===== src/hw/rtl/dfrt_pkg.sv =====
`default_nettype none
package dfrt_pkg;

  localparam int TableEntries = 1024;
  localparam int KeyBits      = 64;
  localparam int FpW          = 64;
  localparam int AddrW        = $clog2(TableEntries);
  localparam int PtrW         = $clog2(TableEntries + 1);
  localparam int CntW         = 32;
  localparam int LimitW       = 11;
  localparam int CmpW         = (PtrW > LimitW) ? PtrW : LimitW;
  localparam int CfgIdxW      = 2;
  localparam int CfgDataW     = 32;

  localparam logic [CfgIdxW-1:0] RegDupThreshold = CfgIdxW'(0);
  localparam logic [CfgIdxW-1:0] RegEntryLimit   = CfgIdxW'(1);

  localparam logic [CntW-1:0]   ThrReset   = '1;
  localparam logic [LimitW-1:0] LimitReset = LimitW'(1024);

  typedef enum logic [1:0] {
    ModeClear,
    ModeScan,
    ModeFlush
  } sweep_mode_e;

  typedef struct packed {
    logic        load_key;
    logic        sweep_start;
    logic        sweep_run;
    sweep_mode_e mode;
    logic        occ_load;
    logic        do_update;
    logic        do_insert;
    logic        do_drop;
    logic        set_flushed;
    logic        publish;
  } dp_cmd_t;

  typedef struct packed {
    logic sweep_done;
    logic hit;
    logic full;
  } dp_sts_t;

  typedef struct packed {
    logic               valid;
    logic               over;
    logic [CntW-1:0]    count;
    logic [KeyBits-1:0] key;
  } entry_t;

endpackage
`default_nettype wire


===== src/hw/rtl/dfrt_ctrl.sv =====
`default_nettype none
module dfrt_ctrl (
  input  wire logic              clk_i,
  input  wire logic              rst_ni,
  input  wire logic              in_valid_i,
  output logic                   in_ready_o,
  output logic                   out_valid_o,
  input  wire logic              out_ready_i,
  output dfrt_pkg::dp_cmd_t      cmd_o,
  input  wire dfrt_pkg::dp_sts_t sts_i
);

  typedef enum logic [3:0] {
    S_CLR, S_IDLE, S_SCAN, S_FSTART, S_FLUSH, S_CHECK, S_UPD, S_INS, S_DROP, S_RESP
  } state_e;

  state_e state_q, state_d;
  logic   out_valid_q;
  logic   can_pub;

  assign can_pub     = !out_valid_q || out_ready_i;
  assign in_ready_o  = (state_q == S_IDLE);
  assign out_valid_o = out_valid_q;

  always_comb begin
    cmd_o      = '0;
    cmd_o.mode = dfrt_pkg::ModeScan;
    state_d    = state_q;
    unique case (state_q)
      S_CLR: begin
        cmd_o.mode      = dfrt_pkg::ModeClear;
        cmd_o.sweep_run = 1'b1;
        if (sts_i.sweep_done) state_d = S_IDLE;
      end
      S_IDLE: begin
        if (in_valid_i) begin
          cmd_o.load_key    = 1'b1;
          cmd_o.sweep_start = 1'b1;
          state_d           = S_SCAN;
        end
      end
      S_SCAN: begin
        if (sts_i.hit) begin
          state_d = S_UPD;
        end else if (sts_i.sweep_done) begin
          state_d = sts_i.full ? S_FSTART : S_INS;
        end else begin
          cmd_o.sweep_run = 1'b1;
        end
      end
      S_FSTART: begin
        cmd_o.sweep_start = 1'b1;
        cmd_o.set_flushed = 1'b1;
        state_d           = S_FLUSH;
      end
      S_FLUSH: begin
        cmd_o.mode = dfrt_pkg::ModeFlush;
        if (sts_i.sweep_done) begin
          cmd_o.occ_load = 1'b1;
          state_d        = S_CHECK;
        end else begin
          cmd_o.sweep_run = 1'b1;
        end
      end
      S_CHECK: state_d = sts_i.full ? S_DROP : S_INS;
      S_UPD: begin
        cmd_o.do_update = 1'b1;
        state_d         = S_RESP;
      end
      S_INS: begin
        cmd_o.do_insert = 1'b1;
        state_d         = S_RESP;
      end
      S_DROP: begin
        cmd_o.do_drop = 1'b1;
        state_d       = S_RESP;
      end
      S_RESP: begin
        if (can_pub) begin
          cmd_o.publish = 1'b1;
          state_d       = S_IDLE;
        end
      end
      default: state_d = S_IDLE;
    endcase
  end

  always_ff @(posedge clk_i or negedge rst_ni) begin
    if (!rst_ni) begin
      state_q     <= S_CLR;
      out_valid_q <= 1'b0;
    end else begin
      state_q <= state_d;
      if (state_q == S_RESP && can_pub) begin
        out_valid_q <= 1'b1;
      end else if (out_ready_i) begin
        out_valid_q <= 1'b0;
      end
    end
  end

  a_pub_free: assert property (@(posedge clk_i) disable iff (!rst_ni)
    cmd_o.publish |-> can_pub) else $error("result overwritten");
  a_no_accept_clr: assert property (@(posedge clk_i) disable iff (!rst_ni)
    state_q == S_CLR |-> !in_ready_o) else $error("accept during clear");
  a_upd_after_hit: assert property (@(posedge clk_i) disable iff (!rst_ni)
    state_q == S_UPD |-> $past(sts_i.hit)) else $error("update without hit");

endmodule
`default_nettype wire


===== config.mk =====
export PLATFORM = sky130hd
export DESIGN_NAME = dfrt_ctrl
export DESIGN_NICKNAME = d
export VERILOG_FILES = /design/src/hw/rtl/dfrt_pkg.sv /design/src/hw/rtl/dfrt_ctrl.sv
export SDC_FILE = /design/constraint.sdc
export NUM_CORES = 1
export LEC_CHECK = 0
export BUFFER_PORTS_ARGS = -buffer_cell sky130_fd_sc_hd__buf_2
export CAP_MARGIN = 20
export CELL_PAD_IN_SITES_DETAIL_PLACEMENT = 0
export CELL_PAD_IN_SITES_GLOBAL_PLACEMENT = 1
export CORE_ASPECT_RATIO = 1.25
export CORE_MARGIN = 2
export CORE_UTILIZATION = 28
export CTS_BUF_LIST = sky130_fd_sc_hd__clkbuf_16
export DETAILED_ROUTE_END_ITERATION = 8
export PLACE_DENSITY_LB_ADDON = 0.1
export REMOVE_ABC_BUFFERS = 1
export SYNTH_ARGS = -nofsm -noshare
export SYNTH_HDL_FRONTEND = slang
export SYNTH_SLANG_ARGS = --single-unit
export TNS_END_PERCENT = 10

===== constraint.sdc =====
create_clock -name clk_i -period 1.4 [get_ports clk_i]
set_input_delay 0.07 -clock clk_i [delete_from_list [all_inputs] [get_ports clk_i]]
set_output_delay 0.07 -clock clk_i [all_outputs]
set_load 0.02 [all_outputs]

# Word-level counts from Yosys, hierarchy flattened
# Cells that the tools add are included.
[word_totals] regBits=5 latchBits=0 mem_bits_rw=0 rom_bits=0 out_inout_bits=13 wordCells=49 n_memories=0
[classes] n_addsub=0 multipliers=0 div_mod_pow=0 order_cmp=0 n_eq_ne=14 n_shift=0 mux=26 n_bitwise=0 n_reduce_logical=7
[op_table] op="4-bit case mux with 8 select lines" n=1
[op_table] op="4-bit 2-to-1 mux" n=7
[op_table] op="4-bit by 3-bit == test with 1-bit output, second input constant" n=4
[op_table] op="1-bit 2-to-1 mux" n=13
[op_table] op="4-bit by 2-bit == test with 1-bit output, second input constant" n=2
[op_table] op="4-bit == test, second input constant" n=2
[op_table] op="2-bit != test, second input constant" n=4
[op_table] op="5-bit AND reduction" n=1
[op_table] op="4-bit by 1-bit == test with 1-bit output, second input constant" n=1
[op_table] op="4-bit zero test" n=1
[op_table] op="2-bit case mux with 2 select lines" n=1
[op_table] op="3-bit 2-to-1 mux" n=1
[op_table] op="3-bit != test, second input constant" n=1
[op_table] op="1-bit case mux with 3 select lines" n=1
[op_table] op="3-bit OR reduction" n=1
[op_table] op="2-bit 2-to-1 mux" n=1
[op_table] op="1-bit case mux with 2 select lines" n=1
[op_table] op="2-bit nonzero test" n=1
[op_table] op="1-bit logical AND" n=1
[op_table] op="1-bit zero test" n=1
[op_table] op="1-bit logical OR" n=1

# Logic depth before layout (Yosys ltp)
[logic_depth] depth_word=4 depth_mapped=5 ltp_nobuf=3

# Worst setup path before layout
# OpenSTA, ideal clock, no wires.
[synth_timing] path_type="reg2out" start="register state_q[1]" end="output port cmd_o[9] (netlist name)" arrival_time_ns=1.489 path_slack_ns=-0.159 stages_incl_launch_ff=5 n_path_buf=1 cell_sequence="dfrtp_1 > buf_4 > nand2b_1 > nor4b_2 > or2_1"
[synth_rtl] item="start, declared" line_no="dfrt_ctrl.sv:17" rtl="state_e state_q, state_d;"
[synth_rtl] item="start signal, assigned" line_no="dfrt_ctrl.sv:93" rtl="state_q <= state_d;"
[synth_rtl] item="end, declared" line_no="dfrt_ctrl.sv:9" rtl="output dfrt_pkg::dp_cmd_t cmd_o,"

==> results.sh <==
export IMPL_grt_pass1_vias=508
export IMPL_firstDrtPassIters=3
export IMPL_period_minus_slack_ns=1.61
export IMPL_synth_seq_cells=5
export IMPL_power_density_mw_per_mm2=2590
export IMPL_hp_class="input pin to flop"
export IMPL_cts_buffers_inserted=3
export IMPL_async_flop_share_pct=100
export IMPL_worstPathRequired_ns=1.33
export IMPL_syn2layout_area_growth_pct=73.7
export IMPL_place_gp_congestion=0.750
export IMPL_root_buffer="clkbuf_16"
export IMPL_crit_type="flop to output pin"
export IMPL_arrival_ns=1.54
export IMPL_startpoint="state_q[2]"
export IMPL_slowest_stage="or3b_4"
export IMPL_gr_usage_all_layers_pct=16.2
export IMPL_dr_total_vias=542
export IMPL_tightest_slew_ns=0.361
export IMPL_setup_tns_ns=-0.627
export IMPL_grt_max_degree=12
export IMPL_totalWireLength_microns=1400
export IMPL_clock_skew_ns=0.000740
export IMPL_finalMaxSlewViolations=0
export IMPL_finalSetupViolCount=8
export IMPL_worstHoldPathCells=2
export IMPL_antenna_left=0
export IMPL_cts_tree="done"
export IMPL_die_w_microns=40.5
export IMPL_drcViolationCount=0
export IMPL_cp_max_fo=2
export IMPL_clock_sinks=5
export IMPL_status="complete, but fails checks"
export IMPL_routedWlPerCell_microns=13.1
export IMPL_r2r_end="state_q[2]"
export IMPL_synth_cell_types=30
export IMPL_clockBufferDepth=2
export IMPL_htreeDepth=1
export IMPL_drive_above_1_share_pct=52.8
export IMPL_period_share_pct=115
export IMPL_r2r_slack_ns=-0.13
export IMPL_hold_viol=0
export IMPL_fp_dieArea_sq_mm=0.00201
export IMPL_nets=97
export IMPL_syn_area_sq_um=467
export IMPL_yosysWarnings=0
export IMPL_fmax_ghz=0.620
export IMPL_initial_core_util_pct=29.9
export IMPL_cpPeakStageDelay_ns=0.38
export IMPL_syn_avg_cell_area_sq_um=8.19
export IMPL_post_dp_hpwl_microns=1060
export IMPL_die_y_microns=49.6
export IMPL_crit_chain="or3b_4, a2111oi_4, a21o_1, buf_6"
export IMPL_clk_latency_ns=0.22
export IMPL_cap_violations=0
export IMPL_synth_cells=57
export IMPL_fin_ws_ns=-0.212
export IMPL_synth_edf_count=0
export IMPL_overflow=0
export IMPL_worstHoldEndpoint="state_q[2]"
export IMPL_violations="negative setup slack"
export IMPL_stdcell_count=107
export IMPL_antenna_found_initial=0
export IMPL_rsz0062_at_grt="yes"
export IMPL_ys_flop_type="dfrtp_1"
export IMPL_diodes=0
export IMPL_grt_pass1_wl_microns=2200
export IMPL_place_inst=99
export IMPL_via_per_inst=5.07
export IMPL_core_sq_mm=0.00156
export IMPL_portBuffers=19
export IMPL_clkTransAtPathRegs_ns=0.03
export IMPL_power_leakage_nw=0.418
export IMPL_hold_path_startpoint="sts_i[2]"
export IMPL_slew_headroom_pct=75.9
export IMPL_yosysSeqAreaShare_pct=26.8
export IMPL_cp_start_kind="flop"
export IMPL_cp_end_kind="output pin"
export IMPL_num_rows=16
export IMPL_ir_worst_vdd_mv=1.14
export IMPL_ff2ff_path_depth=5
export IMPL_drt_iter0_markers=8
export IMPL_io_pins=20
export IMPL_fillers=162
export IMPL_r2r_start="state_q[2]"
==> cells in the mapped netlist (2+ instances only) <==
library cell	number	area, sq um
nand2b_1	4	25.0
o21ai_1	2	10.0
mux2i_1	2	20.0
inv_1	2	7.51
dfrtp_1	5	125
nor3_1	3	15.0
nor2b_1	2	12.5
and3_1	3	18.8
a21o_1	2	15.0
buf_2	3	15.0
a21oi_1	3	15.0
o21ai_0	2	10.0
nor2_1	4	15.0
nand2_1	4	15.0
==> metal layers <==
metal,global-route usage [%],wire [microns]
met1,17.3,533
met2,27.2,789
met3,8.11,76
met4,3.33,0
met5,0,0
==> worst max path at each step <==
| stage | to | slack, ns |
|---|---|---|
| 2_1_floorplan | cmd_o[9] | -0.25 |
| 3_3_place_gp | cmd_o[8] | -0.04 |
| 3_5_place_dp | cmd_o[8] | -0.07 |
| 4_1_cts | cmd_o[8] | -0.28 |
| 5_1_grt | cmd_o[8] | -0.28 |
| 6_report | cmd_o[8] | -0.21 |
==> cell families after synthesis <==
| logic type | Yosys count | share of synthesized area (%) |
|---|---|---|
| simple gates | 28 | 35.9 |
| compound gates | 15 | 25.7 |
| buf+inv | 7 | 7.24 |
| flops | 5 | 26.8 |
| mux | 2 | 4.29 |
==> layout make-up <==
type / instances / area, sq um / area share [%]
multi-input cells: 45 / 355 / 43.8
repair buffers: 33 / 220 / 27.2
flip-flops and latches: 5 / 126 / 15.6
clock buffers: 3 / 75.1 / 9.26
well taps: 18 / 22.5 / 2.78
inverters: 2 / 7.51 / 0.926
clock inverters: 1 / 3.75 / 0.463
==> sequential cells by signal, summed over array words and instances (netlist names) <==
name / flops
state_q: 4
out_valid_o: 1
==> report_power, final <==
part / leakage [nW] / internal, W / switching [W]
logic: 0.312 / 0.000652 / 0.000693
clock network: 0.0423 / 0.000369 / 0.0000849
registers: 0.0637 / 0.000211 / 0.0000891
total: 0.418 / 0.00123 / 0.000867
==> what timing repair did <==
action,CTS,global route
buffers inserted,2,1
pin swaps,4,2
resized for setup,9,7
hold buffers,1,0
hold endpoints to repair,5,0
endpoints found under the setup margin,11,13
==> placed cells by master, fill, tap and decap left out, types with 3 or more instances in the layout <==
| master | n |
|---|---|
| nor3_1 | 3 |
| dfrtp_1 | 4 |
| and3_1 | 3 |
| a21oi_1 | 3 |
| clkbuf_16 | 3 |
| inv_1 | 3 |
| buf_4 | 15 |
| buf_2 | 15 |
| nor2_1 | 3 |
| nand2b_4 | 3 |
| nand2_1 | 4 |
==> critical path: cells and delay by family (launching register included) <==
kind,cells,cell delay (ns)
DFF,1,0.37
AOI/OAI and AO/OA,2,0.46
and+or+nand+nor,1,0.38
buffers and inverters,1,0.11
==> stage by stage <==
stage / cell area (sq um) / utilization [%] / setup WS, ns / total power [W] / hold slack, ns
6_report: 811 / 51.9 / -0.212 / 0.00210 / 0.157
4_1_cts: 767 / 49.1 / -0.279 / 0.00201 / 0.151
3_3_place_gp: 633 / 40.5 / -0.0363 / 0.00142 / -0.112
3_5_place_dp: 633 / 40.5 / -0.0671 / 0.00143 / -0.108
2_1_floorplan: 440 / - / -0.249 / 0.000949 / -0.226
5_1_grt: 811 / 51.9 / -0.284 / 0.00225 / 0.166
Power figures use the tool's default switching activity.
